## src/hdl/assert_macros.svh

```systemverilog
// Assertion macros shared by the frame checker RTL.
// Included by modules that carry concurrent assertions; expects clk and rst_n in scope.
`ifndef ASSERT_MACROS_SVH
`define ASSERT_MACROS_SVH

// Property checked at every rising edge outside of reset.
`define ASSERT_CLK(label, prop, msg) \
  label: assert property (@(posedge clk) disable iff (!rst_n) prop) else $error(msg);

// Condition that must never be true outside of reset.
`define ASSERT_NEVER(label, cond, msg) \
  `ASSERT_CLK(label, !(cond), msg)

`endif

```

## src/hdl/fsfc_pkg.sv

```systemverilog
// Shared types, constants and the CRC-8 step function of the flow frame checker.
// No dependencies; imported by the top level, fsfc_front, fsfc_queue and fsfc_back.
`default_nettype none

package fsfc_pkg;

  localparam int QUEUE_DEPTH = 2;
  localparam int DIV_STEPS   = 16;

  localparam logic [7:0] CRC_POLY = 8'h31;
  localparam logic [7:0] CRC_TOP  = 8'h80;

  localparam logic signed [16:0] FLOW_FAIL = -17'sd1;

  // Byte addresses of the configuration registers.
  localparam logic [2:0] REG_FLOW_OFFSET = 3'd0;
  localparam logic [2:0] REG_FLOW_SCALE  = 3'd4;

  typedef enum logic [1:0] {
    ST_OK  = 2'd0,
    ST_CRC = 2'd1,
    ST_BUS = 2'd2
  } status_t;

  typedef enum logic [1:0] {
    POS_IDLE,
    POS_LOW,
    POS_CHECK
  } pos_t;

  typedef enum logic [1:0] {
    BK_IDLE,
    BK_DIV,
    BK_HOLD
  } back_state_t;

  // One finished frame handed from the front end to the converter.
  typedef struct packed {
    status_t            status;
    logic signed [16:0] diff;
  } job_t;

  // One byte through the CRC-8, MSB first.
  function automatic logic [7:0] crc_feed(input logic [7:0] crc, input logic [7:0] b);
    logic [7:0] c;
    c = crc ^ b;
    for (int i = 0; i < 8; i++) begin
      if ((c & CRC_TOP) != 8'h00) begin
        c = (c << 1) ^ CRC_POLY;
      end else begin
        c = c << 1;
      end
    end
    return c;
  endfunction

endpackage

`default_nettype wire

```

## src/hdl/fsfc_chan_if.sv

```systemverilog
// Valid/ready channel interfaces for the received bytes and the frame results.
// No dependencies.
`default_nettype none

interface fsfc_in_if;
  logic       valid;
  logic       ready;
  logic [7:0] rx_byte;
  logic       frame_start;
  logic       bus_fault;

  modport source(output valid, rx_byte, frame_start, bus_fault, input ready);
  modport sink(input valid, rx_byte, frame_start, bus_fault, output ready);
endinterface

interface fsfc_out_if;
  logic               valid;
  logic               ready;
  logic signed [16:0] flow_value;
  logic [1:0]         frame_status;

  modport source(output valid, flow_value, frame_status, input ready);
  modport sink(input valid, flow_value, frame_status, output ready);
endinterface

`default_nettype wire

```

## src/hdl/flow_sensor_frame_check_convert.sv

```systemverilog
// Flow-sensor frame checker and converter, top level; uses fsfc_pkg, the channel
// interfaces, fsfc_front, fsfc_queue and fsfc_back.
// A result passes through the frame queue and, for a good frame, the divider before it is valid.
// Throughput: one byte per cycle while the frame queue has room; the converter takes a
// new frame only after its 16-step bit-serial divider and the output hand-off finish.
// Reset (synchronous, rst_n low): frame state, queue and converter go idle, offset 0, scale 1.
`default_nettype none

module flow_sensor_frame_check_convert #(
  parameter int QUEUE_DEPTH = fsfc_pkg::QUEUE_DEPTH
) (
  input  logic        clk,
  input  logic        rst_n,
  fsfc_in_if.sink     in_ch,
  fsfc_out_if.source  out_ch,
  input  logic        psel,
  input  logic        penable,
  input  logic        pwrite,
  input  logic [2:0]  paddr,
  input  logic [31:0] pwdata,
  output logic [31:0] prdata,
  output logic        pready
);
  import fsfc_pkg::*;

  // Register select is address bit 2: offset at 0x0, scale at 0x4.
  localparam logic REG_OFFSET = REG_FLOW_OFFSET[2];
  localparam logic REG_SCALE  = REG_FLOW_SCALE[2];

  logic [15:0] flow_offset_r;
  logic [15:0] flow_scale_r;
  logic        cfg_wr;

  logic push;
  logic pop;
  logic q_full;
  logic q_empty;
  job_t push_job;
  job_t pop_job;

  // The configuration port never waits. A write lands on the access cycle of the
  // transaction; software must write only while no frame is in flight (the block does
  // not enforce this), so the front end and converter can read the registers directly.
  assign pready = 1'b1;
  assign cfg_wr = psel && penable && pwrite;

  always_ff @(posedge clk) begin
    if (!rst_n) begin
      flow_offset_r <= 16'h0000;
      flow_scale_r  <= 16'h0001;
    end else if (cfg_wr) begin
      unique case (paddr[2])
        REG_OFFSET: flow_offset_r <= pwdata[15:0];
        REG_SCALE:  flow_scale_r  <= pwdata[15:0];
        default:    flow_offset_r <= flow_offset_r;
      endcase
    end
  end

  // Reads of a misaligned address return zero.
  always_comb begin
    if (paddr[1:0] != 2'b00) begin
      prdata = 32'h0000_0000;
    end else if (paddr[2] == REG_SCALE) begin
      prdata = {16'h0000, flow_scale_r};
    end else begin
      prdata = {16'h0000, flow_offset_r};
    end
  end

  // The front end takes one byte per transaction, folds the data bytes into the CRC
  // and the raw value, and on the checksum byte pushes the frame status together with
  // the offset-corrected raw value. It stalls the input only when the queue is full.
  fsfc_front u_front (
    .clk        (clk),
    .rst_n      (rst_n),
    .in_ch      (in_ch),
    .flow_offset(flow_offset_r),
    .q_full     (q_full),
    .push       (push),
    .push_job   (push_job)
  );

  // The queue lets the front end keep taking bytes while the converter divides or
  // waits on a result the output side has not taken yet.
  fsfc_queue #(
    .DEPTH(QUEUE_DEPTH)
  ) u_queue (
    .clk     (clk),
    .rst_n   (rst_n),
    .push    (push),
    .push_job(push_job),
    .full    (q_full),
    .pop     (pop),
    .pop_job (pop_job),
    .empty   (q_empty)
  );

  // The converter divides good frames by the scale with truncation toward zero
  // and registers every result for the output transaction.
  fsfc_back u_back (
    .clk       (clk),
    .rst_n     (rst_n),
    .pop_job   (pop_job),
    .empty     (q_empty),
    .pop       (pop),
    .flow_scale(flow_scale_r),
    .out_ch    (out_ch)
  );

endmodule

`default_nettype wire

```

## src/hdl/fsfc_front.sv

```systemverilog
// Front end: takes bytes, tracks the frame position, runs the CRC and classifies frames.
// Depends on fsfc_pkg, fsfc_in_if and assert_macros.svh.
`default_nettype none
`include "assert_macros.svh"

module fsfc_front (
  input  logic          clk,
  input  logic          rst_n,
  fsfc_in_if.sink       in_ch,
  input  logic [15:0]   flow_offset,
  input  logic          q_full,
  output logic          push,
  output fsfc_pkg::job_t push_job
);
  import fsfc_pkg::*;

  pos_t       pos_r, pos_nxt;
  logic [7:0] crc_r, crc_nxt;
  logic [15:0] raw_r, raw_nxt;
  logic       fault_r, fault_nxt;
  logic       accept;
  logic       fault_all;
  logic [7:0] crc_upd;

  assign in_ch.ready = !q_full;
  assign accept      = in_ch.valid && !q_full;

  always_ff @(posedge clk) begin
    if (!rst_n) begin
      pos_r   <= POS_IDLE;
      crc_r   <= 8'h00;
      raw_r   <= 16'h0000;
      fault_r <= 1'b0;
    end else begin
      pos_r   <= pos_nxt;
      crc_r   <= crc_nxt;
      raw_r   <= raw_nxt;
      fault_r <= fault_nxt;
    end
  end

  always_comb begin
    pos_nxt   = pos_r;
    crc_nxt   = crc_r;
    raw_nxt   = raw_r;
    fault_nxt = fault_r;
    push      = 1'b0;

    crc_upd   = crc_feed(in_ch.frame_start ? 8'h00 : crc_r, in_ch.rx_byte);
    fault_all = fault_r | in_ch.bus_fault;

    // Bus errors outrank a checksum mismatch.
    if (fault_all) begin
      push_job.status = ST_BUS;
    end else if (crc_r != in_ch.rx_byte) begin
      push_job.status = ST_CRC;
    end else begin
      push_job.status = ST_OK;
    end
    push_job.diff = $signed({1'b0, raw_r} - {1'b0, flow_offset});

    if (accept) begin
      if (in_ch.frame_start) begin
        // A start mark always opens a new frame, dropping any partial one.
        crc_nxt   = crc_upd;
        raw_nxt   = {in_ch.rx_byte, 8'h00};
        fault_nxt = in_ch.bus_fault;
        pos_nxt   = POS_LOW;
      end else begin
        unique case (pos_r)
          POS_IDLE: begin
            pos_nxt = POS_IDLE;
          end
          POS_LOW: begin
            crc_nxt   = crc_upd;
            raw_nxt   = {raw_r[15:8], in_ch.rx_byte};
            fault_nxt = fault_all;
            pos_nxt   = POS_CHECK;
          end
          POS_CHECK: begin
            fault_nxt = fault_all;
            push      = 1'b1;
            pos_nxt   = POS_IDLE;
          end
          default: begin
            pos_nxt = POS_IDLE;
          end
        endcase
      end
    end
  end

  `ASSERT_CLK(a_push_on_check, push |-> (pos_r == POS_CHECK && !in_ch.frame_start), "frame pushed outside the checksum byte")
  `ASSERT_CLK(a_start_opens, (accept && in_ch.frame_start) |=> (pos_r == POS_LOW), "start byte did not open a frame")

endmodule

`default_nettype wire

```

## src/hdl/fsfc_queue.sv

```systemverilog
// Short FIFO of classified frames between the front end and the converter.
// Depends on fsfc_pkg and assert_macros.svh.
`default_nettype none
`include "assert_macros.svh"

module fsfc_queue #(
  parameter int DEPTH = fsfc_pkg::QUEUE_DEPTH
) (
  input  logic           clk,
  input  logic           rst_n,
  input  logic           push,
  input  fsfc_pkg::job_t push_job,
  output logic           full,
  input  logic           pop,
  output fsfc_pkg::job_t pop_job,
  output logic           empty
);
  import fsfc_pkg::*;

  localparam int PTR_W = $clog2(DEPTH);
  localparam int CNT_W = $clog2(DEPTH + 1);

  job_t             slot_r [DEPTH];
  logic [PTR_W-1:0] wr_ptr_r, wr_ptr_nxt;
  logic [PTR_W-1:0] rd_ptr_r, rd_ptr_nxt;
  logic [CNT_W-1:0] cnt_r, cnt_nxt;

  assign full    = (cnt_r == CNT_W'(DEPTH));
  assign empty   = (cnt_r == '0);
  assign pop_job = slot_r[rd_ptr_r];

  always_ff @(posedge clk) begin
    if (push) begin
      slot_r[wr_ptr_r] <= push_job;
    end
  end

  always_ff @(posedge clk) begin
    if (!rst_n) begin
      wr_ptr_r <= '0;
      rd_ptr_r <= '0;
      cnt_r    <= '0;
    end else begin
      wr_ptr_r <= wr_ptr_nxt;
      rd_ptr_r <= rd_ptr_nxt;
      cnt_r    <= cnt_nxt;
    end
  end

  always_comb begin
    wr_ptr_nxt = wr_ptr_r;
    rd_ptr_nxt = rd_ptr_r;
    if (push) begin
      wr_ptr_nxt = (wr_ptr_r == PTR_W'(DEPTH - 1)) ? '0 : wr_ptr_r + 1'b1;
    end
    if (pop) begin
      rd_ptr_nxt = (rd_ptr_r == PTR_W'(DEPTH - 1)) ? '0 : rd_ptr_r + 1'b1;
    end
    unique case ({push, pop})
      2'b10:   cnt_nxt = cnt_r + 1'b1;
      2'b01:   cnt_nxt = cnt_r - 1'b1;
      default: cnt_nxt = cnt_r;
    endcase
  end

  `ASSERT_NEVER(a_no_overflow, push && full, "push into a full frame queue")
  `ASSERT_NEVER(a_no_underflow, pop && empty, "pop from an empty frame queue")

endmodule

`default_nettype wire

```

## src/hdl/fsfc_back.sv

```systemverilog
// Converter: pops classified frames, divides by the scale one quotient bit per cycle
// and holds the result for the output channel. Depends on fsfc_pkg, fsfc_out_if, macros.
`default_nettype none
`include "assert_macros.svh"

module fsfc_back (
  input  logic           clk,
  input  logic           rst_n,
  input  fsfc_pkg::job_t pop_job,
  input  logic           empty,
  output logic           pop,
  input  logic [15:0]    flow_scale,
  fsfc_out_if.source     out_ch
);
  import fsfc_pkg::*;

  localparam int STEP_W = $clog2(DIV_STEPS);
  localparam logic [STEP_W-1:0] LAST_STEP = STEP_W'(DIV_STEPS - 1);

  back_state_t        state_r, state_nxt;
  logic [STEP_W-1:0]  cnt_r, cnt_nxt;
  logic [15:0]        rem_r, rem_nxt;
  logic [15:0]        quo_r, quo_nxt;
  logic [15:0]        dvs_r, dvs_nxt;
  logic               neg_r, neg_nxt;
  logic signed [16:0] flow_r, flow_nxt;
  status_t            status_r, status_nxt;

  logic [17:0] trial;
  logic        fits;
  logic [15:0] rem_step;
  logic [15:0] quo_step;
  logic [16:0] mag;
  logic [16:0] q_vec;

  assign out_ch.valid        = (state_r == BK_HOLD);
  assign out_ch.flow_value   = flow_r;
  assign out_ch.frame_status = status_r;

  always_ff @(posedge clk) begin
    if (!rst_n) begin
      state_r <= BK_IDLE;
    end else begin
      state_r <= state_nxt;
    end
  end

  always_ff @(posedge clk) begin
    cnt_r    <= cnt_nxt;
    rem_r    <= rem_nxt;
    quo_r    <= quo_nxt;
    dvs_r    <= dvs_nxt;
    neg_r    <= neg_nxt;
    flow_r   <= flow_nxt;
    status_r <= status_nxt;
  end

  always_comb begin
    state_nxt  = state_r;
    cnt_nxt    = cnt_r;
    rem_nxt    = rem_r;
    quo_nxt    = quo_r;
    dvs_nxt    = dvs_r;
    neg_nxt    = neg_r;
    flow_nxt   = flow_r;
    status_nxt = status_r;
    pop        = 1'b0;

    // Restoring division step: the dividend shifts out of quo_r, quotient bits shift in.
    trial    = {1'b0, rem_r, quo_r[15]} - {2'b00, dvs_r};
    fits     = !trial[17];
    rem_step = fits ? trial[15:0] : {rem_r[14:0], quo_r[15]};
    quo_step = {quo_r[14:0], fits};
    q_vec    = neg_r ? (17'd0 - {1'b0, quo_step}) : {1'b0, quo_step};

    mag = pop_job.diff[16] ? (17'd0 - pop_job.diff) : pop_job.diff;

    unique case (state_r)
      BK_IDLE: begin
        if (!empty) begin
          pop        = 1'b1;
          status_nxt = pop_job.status;
          if (pop_job.status != ST_OK) begin
            flow_nxt  = FLOW_FAIL;
            state_nxt = BK_HOLD;
          end else begin
            quo_nxt   = mag[15:0];
            rem_nxt   = 16'h0000;
            dvs_nxt   = (flow_scale == 16'h0000) ? 16'h0001 : flow_scale;
            neg_nxt   = pop_job.diff[16];
            cnt_nxt   = '0;
            state_nxt = BK_DIV;
          end
        end
      end
      BK_DIV: begin
        rem_nxt = rem_step;
        quo_nxt = quo_step;
        cnt_nxt = cnt_r + 1'b1;
        if (cnt_r == LAST_STEP) begin
          flow_nxt  = $signed(q_vec);
          state_nxt = BK_HOLD;
        end
      end
      BK_HOLD: begin
        if (out_ch.ready) begin
          state_nxt = BK_IDLE;
        end
      end
      default: begin
        state_nxt = BK_IDLE;
      end
    endcase
  end

  `ASSERT_CLK(a_fail_flow, (out_ch.valid && status_r != ST_OK) |-> (flow_r == FLOW_FAIL), "failed frame without flow of -1")
  `ASSERT_CLK(a_div_ends, (state_r == BK_DIV && cnt_r == LAST_STEP) |=> (state_r == BK_HOLD), "division did not end on its last step")

endmodule

`default_nettype wire
```

## src/flat_wrapper.sv

```systemverilog
// flat-port wrapper written by rule: the top's interface ports become plain ports
module flow_sensor_frame_check_convert_flat import fsfc_pkg::*;
#(
  parameter int QUEUE_DEPTH = fsfc_pkg::QUEUE_DEPTH
)
  (clk, rst_n, psel, penable, pwrite, paddr, pwdata, prdata, pready, in_ch_valid, in_ch_rx_byte, in_ch_frame_start, in_ch_bus_fault, in_ch_ready, out_ch_valid, out_ch_flow_value, out_ch_frame_status, out_ch_ready);
  fsfc_in_if in_ch_i ();
  fsfc_out_if out_ch_i ();
  input  logic clk;
  input  logic rst_n;
  input  logic psel;
  input  logic penable;
  input  logic pwrite;
  input  logic [2:0] paddr;
  input  logic [31:0] pwdata;
  output logic [31:0] prdata;
  output logic pready;
  input wire logic [$bits(in_ch_i.valid)-1:0] in_ch_valid;
  input wire logic [$bits(in_ch_i.rx_byte)-1:0] in_ch_rx_byte;
  input wire logic [$bits(in_ch_i.frame_start)-1:0] in_ch_frame_start;
  input wire logic [$bits(in_ch_i.bus_fault)-1:0] in_ch_bus_fault;
  output wire logic [$bits(in_ch_i.ready)-1:0] in_ch_ready;
  output wire logic [$bits(out_ch_i.valid)-1:0] out_ch_valid;
  output wire logic [$bits(out_ch_i.flow_value)-1:0] out_ch_flow_value;
  output wire logic [$bits(out_ch_i.frame_status)-1:0] out_ch_frame_status;
  input wire logic [$bits(out_ch_i.ready)-1:0] out_ch_ready;
  assign in_ch_i.valid = in_ch_valid;
  assign in_ch_i.rx_byte = in_ch_rx_byte;
  assign in_ch_i.frame_start = in_ch_frame_start;
  assign in_ch_i.bus_fault = in_ch_bus_fault;
  assign in_ch_ready = in_ch_i.ready;
  assign out_ch_valid = out_ch_i.valid;
  assign out_ch_flow_value = out_ch_i.flow_value;
  assign out_ch_frame_status = out_ch_i.frame_status;
  assign out_ch_i.ready = out_ch_ready;
  flow_sensor_frame_check_convert #(.QUEUE_DEPTH(QUEUE_DEPTH)) u_core (.clk(clk), .rst_n(rst_n), .in_ch(in_ch_i), .out_ch(out_ch_i), .psel(psel), .penable(penable), .pwrite(pwrite), .paddr(paddr), .pwdata(pwdata), .prdata(prdata), .pready(pready));
endmodule
```

## config.mk

```make
export PLATFORM = sky130hd
export DESIGN_NAME = flow_sensor_frame_check_convert_flat
export DESIGN_NICKNAME = d
export VERILOG_FILES = /design/src/hdl/fsfc_pkg.sv /design/src/hdl/fsfc_chan_if.sv /design/src/hdl/flow_sensor_frame_check_convert.sv /design/src/hdl/fsfc_front.sv /design/src/hdl/fsfc_queue.sv /design/src/hdl/fsfc_back.sv /design/src/flat_wrapper.sv
export VERILOG_INCLUDE_DIRS = /design/src /design/src/hdl
export SDC_FILE = /design/constraint.sdc
export NUM_CORES = 1
export LEC_CHECK = 0
export ABC_AREA = 0
export BUFFER_PORTS_ARGS = -buffer_cell sky130_fd_sc_hd__buf_4
export CORE_UTILIZATION = 60
export DETAILED_ROUTE_END_ITERATION = 6
export MAX_ROUTING_LAYER = met4
export PLACE_DENSITY = 0.81
export REMOVE_ABC_BUFFERS = 1
export SYNTH_ARGS = -nofsm -noshare
export SYNTH_HDL_FRONTEND = slang
export SYNTH_HIERARCHICAL = 1
export SYNTH_SLANG_ARGS = --single-unit
```

## constraint.sdc

```tcl
create_clock -name clk -period 3.6 [get_ports clk]
set_input_delay 0.18 -clock clk [delete_from_list [all_inputs] [get_ports clk]]
set_output_delay 0.18 -clock clk [all_outputs]
set_load 0.02 [all_outputs]
```

==> summary.txt, run 1 <==
Job
  • Max-Cap Viols: 0

Power
  • PwrDens: ~500 nW/µm²
  • Leakage power: ~4.3 nW
  • VDD IR max: 0.314 mV

Synthesis
  • Synth Register Bits: about 180
  • Distinct cells, synth: 77
  • Post-synth top cells: edfxtp_1, nand2_1, dfxtp_1, nor2_1, mux2i_1
  • Post-Syn Area per Cell: around 10 µm²
  • Synth Warn #: 6
  • Cell taking the most area after synthesis: edfxtp_1
  • Post-synth EDFFs: 110
  • Post-synth top area share: 32.9%
  • Synthesized cell area: 10,000 µm²
  • Share of synthesized registers carrying an async set or reset: 0%
  • Most numerous cell in the Yosys netlist: edfxtp_1
  • Register area share after synthesis: 46.0%
  • Syn Inst Count: 1,004
  • Top post-synthesis cells by area: edfxtp_1, dfxtp_1, mux2i_1
  • Top_reg_cell synth: edfxtp_1

Floorplanning
  • Die Span Y: 131 µm
  • Site Rows: 46
  • Initial Utilization: around 62%
  • Core area: 16,100 µm²
  • DIE WIDTH: 131 µm
  • DIE AREA: 17,300 µm²
  • I/O pin cnt: 106

Routing
  • First-pass iteration count of the detailed router: 5
  • DRC: 0
  • Initial DRC count: 547
  • Via density: 5.76
  • Routed Antenna Nets: 0
  • Via count: 7,333
  • Wire per inst: roughly 16 µm
  • Total Routed Length: around 20,000 µm

Layout
  • Area of the multi-input gates: 4900 µm²
  • Diode count: 0
  • Nets: 1,135
  • Storage cell area: 4620 µm²
  • Filler cells: 1,230
  • Share of cells above drive strength 1: 14.7%
  • Layout area overhead: 11.3%

Setup path
  • Setup CP Type: reg -> reg
  • Crit path capture type: register
  • Req. time, crit path: 3.76 ns
  • Crit start category: register
  • Critical Path AT: 3.38 ns
  • Critical-path maximum fanout: 7

Clocking
  • Clock Sinks: ~180
  • CTS tree: done
  • Clk buf depth: 2
  • H-tree levels: 4
  • Post-CTS setup buffers: 0
  • CTS root buf: clkbuf_16
  • Worst-Skew Late Latency: 0.43 ns
  • Clk slew on worst S/H paths: around 0.060 ns
  • Post-CTS sizing: 0
  • Hold_buf cts: 0
  • CTS Buf Count: 17

STA
  • Post-Route Skew: 0.00966 ns
  • Final Hold Fails: 0
  • Crit path time final: 3.21 ns
  • Least-Margin Pin Slew: between 1 and 1.5 ns
  • Fmax achieved: 311 MHz
  • Setup TNS: 0 ns
  • Max_slew headroom: 29.6%
  • Tightest hold margin: about 0.031 ns
  • Final Setup Violations: 0
  • RSZ-0062 raised after global routing: no
  • Period utilization: 89.3%
  • Slew Limit Fails: 0

Placement
  • Gpl congestion: 0.892
  • IO buf count: just over 70
  • DP HPWL: 14,300 µm

GRT
  • First-pass GRT wire length: 33,000 µm
  • Remaining global-route overflow: 0
  • Largest net degree at the start of global routing: 86
  • Initial antenna violation count: 0
  • Vias in the first global route: 6,775
  • GRT Util Overall: between 20% and 30%

Status
  • Status: finished, final reports clean

Min path
  • Hold Crit Class: in -> reg
## logic make-up after synthesis
kind of cell    count (synthesis)  synth area share [%]
compound gates                194                  13.2
xor+xnor                       69                  6.31
fa+ha+maj                      40                  5.13
buf+inv                       128                  5.93
flops                         176                  46.0
mux                            74                  7.61
other cells                     2                0.0748
simple gates                  321                  15.7
## path summary, 6_finish.rpt
| check | slack, ns | depth (start not counted) | end | start |
|---|---|---|---|---|
| setup / recovery | 0.39 | 12 | u_core/u_back/out_ch.flow_value[10] | u_core/u_back/rem_r[3] |
| hold / removal | 0.03 | 3 | u_core/flow_offset_r[9] | pwdata[9] |
| setup reg to reg | 0.39 | 12 | u_core/u_back/out_ch.flow_value[10] | u_core/u_back/rem_r[3] |
| hold reg to reg | 0.48 | 2 | u_core/flow_offset_r[15] | u_core/flow_offset_r[15] |
## power by group
| group | internal (mW) | switching, mW |
|---|---|---|
| combinational | 0.497 | 0.684 |
| sequential | 2.33 | 0.111 |
| clock | 1.03 | 0.784 |
| total | 3.86 | 1.58 |
## critical path: stages (launching register included)
cell and delay, ns:
edfxtp_1 0.41, ha_1 0.40, a21o_1 0.24, a31oi_1 0.27, a21oi_1 0.21, o21ai_1 0.23
nand2_2 0.15, inv_1 0.14, ha_1 0.24, nand2_1 0.10, o41ai_1 0.35, xor2_1 0.17
nand2_1 0.06
## cells in the final DEF, fill, tap and decap left out, types with 38 or more instances in the layout
cell type,count
edfxtp_1,110
nand2_1,109
buf_4,82
dfxtp_1,66
nor2_1,59
mux2i_1,55
inv_1,51
o21ai_0,40
a21oi_1,38
ha_1,38
## registers in the layout, summed over array words and instances, names as in the netlist, 2 cells and up, named ones only
name                               count
u_core/u_back/dvs_r                   16
u_core/u_front/pos_r                   2
u_core/flow_offset_r                  16
u_core/u_back/out_ch.flow_value       17
u_core/u_back/cnt_r                    4
u_core/flow_scale_r                   16
u_core/u_back/rem_r                   16
u_core/u_back/out_ch.frame_status      2
u_core/u_front/crc_r                   8
u_core/u_back/quo_r                   16
u_core/u_front/raw_r                  16
u_core/u_back/state_r                  2
u_core/u_queue/slot_r                 38
u_core/u_queue/cnt_r                   2
## layout make-up
cell class	instances	share of cell area, %
tap	216	2.42
sequential	176	41.4
inverter	51	1.71
timing repair buffer	82	5.51
multi-input combinational	715	43.8
clock inverter	15	1.41
clock buffer	17	3.80
## per-layer routing
layer,global-route usage (%),vias to the layer above,part of all wire [%]
li1,-,3625,-
met1,30.8,3473,44
met2,39.8,210,48
met3,5.13,25,4.9
met4,9.50,0,2.2
met5,-,-,0
## per-stage QoR
stage | util (%) | cells | setup slack (ns) | power [mW] | cell area (µm²)
after floorplan | - | 942 | 0.193 | 3.32 | 9700
after global placement | 65.8 | 1240 | 0.522 | 3.61 | 10600
after detailed placement | 65.8 | 1240 | 0.488 | 3.64 | 10600
after CTS | 69.4 | 1272 | 0.407 | 5.45 | 11200
after global routing | 69.4 | 1272 | 0.0508 | 5.67 | 11200
final | 69.4 | 1272 | 0.386 | 5.44 | 11200
Note: power is estimated with default switching activity, not from simulation.
==> run 2: changes to the inputs <==
==> constraint.sdc (replaced) <==
create_clock -name clk -period 3.6 [get_ports clk]
set_input_delay 0.72 -clock clk [delete_from_list [all_inputs] [get_ports clk]]
set_output_delay 0.72 -clock clk [all_outputs]
set_load 0.02 [all_outputs]
==> run 2 against run 1 <==
Via count fell by 1.2%. Worst setup slack got worse by 0.040 ns. Cell count did not move. Non-clock buffer count did not move. Critical endpoint unchanged. Sequential cell count did not move. Total power fell by 2.6%. Maximum frequency fell by 1.2%. Die area did not move.
==> summary.txt, run 2 (synthesis gave the netlist of run 1 again) <==
Status
  • Status: finished, final reports clean

GRT
  • Met3 Use GR: 4.21%
  • First-pass GRT wire length: 33,000 µm
  • Vias in the first global route: 6,740
  • Met1 usage: 31.0%
  • Initial antenna violation count: 0
  • GRT Util Overall: between 20 and 25%
  • Largest net degree at the start of global routing: between 80 and 90
  • Remaining global-route overflow: 0
  • Met2 Use GR: between 30% and 40%
  • Grt peak-use layer: met2

Clocking
  • Clk buf depth: 2
  • Post-CTS sizing: 0
  • CTS Buf Count: 17
  • CTS root buf: clkbuf_16
  • H-tree levels: 4
  • Post-CTS setup buffers: 0
  • Clk slew on worst S/H paths: 0.06 ns
  • Worst-Skew Late Latency: 0.43 ns
  • Clock Sinks: ~180
  • CTS tree: done
  • Hold_buf cts: 0

Floorplanning
  • DIE WIDTH: 131 µm
  • I/O pin cnt: 106
  • Die Span Y: 131 µm
  • DIE AREA: 17,300 µm²
  • Initial Utilization: 62.3%
  • Site Rows: 46
  • Core area: 16,100 µm²

Routing
  • Routed Antenna Nets: 0
  • Via count: 7,246
  • Total Routed Length: 20,300 µm
  • First-pass iteration count of the detailed router: 5
  • DRC: 0
  • Initial DRC count: roughly 500
  • Wire per inst: 15.9 µm
  • Via density: 5.70

Min path
  • Worst Hold End: u_core/flow_offset_r[7]
  • Hold depth: 2
  • Hold Startpoint: u_core/flow_offset_r[7]
  • Hold Crit Class: reg -> reg

Setup path
  • R2R Setup Slk: about 0.35 ns
  • Critical Path AT: 3.42 ns
  • Reg2reg start: u_core/u_back/rem_r[3]
  • Crit-path cells: ha_1, a21o_1, a31oi_1, a21oi_1, o21ai_1, nand2_2, inv_1, ha_1, nand2_1, o41ai_1, xor2_1, nand2_1
  • Max stage delay on crit path: approximately 0.4 ns
  • Req. time, crit path: 3.77 ns
  • Worst r2r path cells: 12
  • Worst path bufs/invs: 1
  • Critical-path maximum fanout: 7
  • Crit path capture type: register
  • Cell family with most CP delay: compound AO/OA/AOI/OAI gates
  • Setup CP Type: reg -> reg
  • Crit start category: register
  • Worst R2R End: u_core/u_back/out_ch.flow_value[10]
  • Critical Path Slowest Stage Cell: edfxtp_1

Placement
  • DP HPWL: between 10,000 and 15,000 µm
  • Placed Cells: 1,240
  • IO buf count: between 70 and 80
  • Gpl congestion: 0.876

Layout
  • Commonest non-fill, non-tap cells in the layout: edfxtp_1, nand2_1, buf_4, dfxtp_1, nor2_1
  • Final core occ: 69.1%
  • Layout area overhead: 10.8%
  • Leading cell type in the layout, fill and taps excluded: edfxtp_1
  • Filler cells: 1,245
  • Diode count: 0
  • Nets: 1,135
  • Layout Cells excl Fill: 1,272
  • Share of cells above drive strength 1: 14.4%
  • Largest register FFs: 38
  • Top reg by flops: u_core/u_queue/slot_r

Power
  • VDD IR max: 0.389 mV
  • PwrDens: roughly 480 nW/µm²
  • Overall power: approximately 5.3 mW
  • Leakage power: between 4 and 5 nW

STA
  • Slew Limit Fails: 0
  • Crit path time final: between 3 and 4 ns
  • Post-Route Skew: 0.00948 ns
  • Period utilization: 90.4%
  • Final Hold Fails: 0
  • Fmax achieved: 307 MHz
  • Least-Margin Pin Slew: 0.888 ns
  • RSZ-0062 raised after global routing: no
  • Setup TNS: 0 ns
  • Final Setup Violations: 0
  • Max_slew headroom: 40.8%

Job
  • Max-Cap Viols: 0
-- run 2: layer usage --
layer,wire [µm],vias to the layer above
met5,0,-
met4,539,0
met3,791,34
met2,9840,187
met1,9100,3402
li1,-,3623
-- run 2: worst max path at each step --
| stage | cells after the start | start | end | slack (ns) |
|---|---|---|---|---|
| after floorplan | 12 | u_core/u_back/rem_r[9] | u_core/u_back/out_ch.flow_value[10] | 0.19 |
| after global placement | 12 | u_core/u_back/rem_r[3] | u_core/u_back/out_ch.flow_value[14] | 0.48 |
| after detailed placement | 12 | u_core/u_back/rem_r[3] | u_core/u_back/out_ch.flow_value[10] | 0.39 |
| after CTS | 12 | u_core/u_back/rem_r[3] | u_core/u_back/out_ch.flow_value[10] | 0.39 |
| after global routing | 12 | u_core/u_back/rem_r[3] | u_core/u_back/out_ch.flow_value[10] | 0.09 |
| final | 12 | u_core/u_back/rem_r[3] | u_core/u_back/out_ch.flow_value[10] | 0.35 |
-- run 2: cell type report --
cell class / count / area, µm² / area share (%)
multi-input combinational: 715 / 4900 / 44.0
sequential: 176 / 4620 / 41.5
timing repair buffer: 82 / 616 / 5.53
clock buffer: 20 / 447 / 4.01
tap: 216 / 270 / 2.43
inverter: 51 / 191 / 1.72
clock inverter: 12 / 90.1 / 0.809
-- run 2: through the flow --
stage	setup slack, ns	area [µm²]	hold WS [ns]
6_report	0.347	11100	0.471
2_1_floorplan	0.193	9700	0.447
5_1_grt	0.0883	11100	0.503
3_5_place_dp	0.393	10600	0.466
4_1_cts	0.385	11100	0.475
3_3_place_gp	0.479	10600	0.459
-- run 2: report_power, final --
group / switching [mW] / leakage (nW) / internal (mW)
sequential: 0.104 / 1.49 / 2.33
clock: 0.777 / 0.258 / 0.903
combinational: 0.683 / 2.56 / 0.497
-- run 2: worst reg2reg max path, cell delays in order (launching register included) --
cell and delay, ns:
edfxtp_1 0.40, ha_1 0.39, a21o_1 0.22, a31oi_1 0.27
a21oi_1 0.23, o21ai_1 0.25, nand2_2 0.15, inv_1 0.15
ha_1 0.24, nand2_1 0.10, o41ai_1 0.35, xor2_1 0.18
nand2_1 0.06
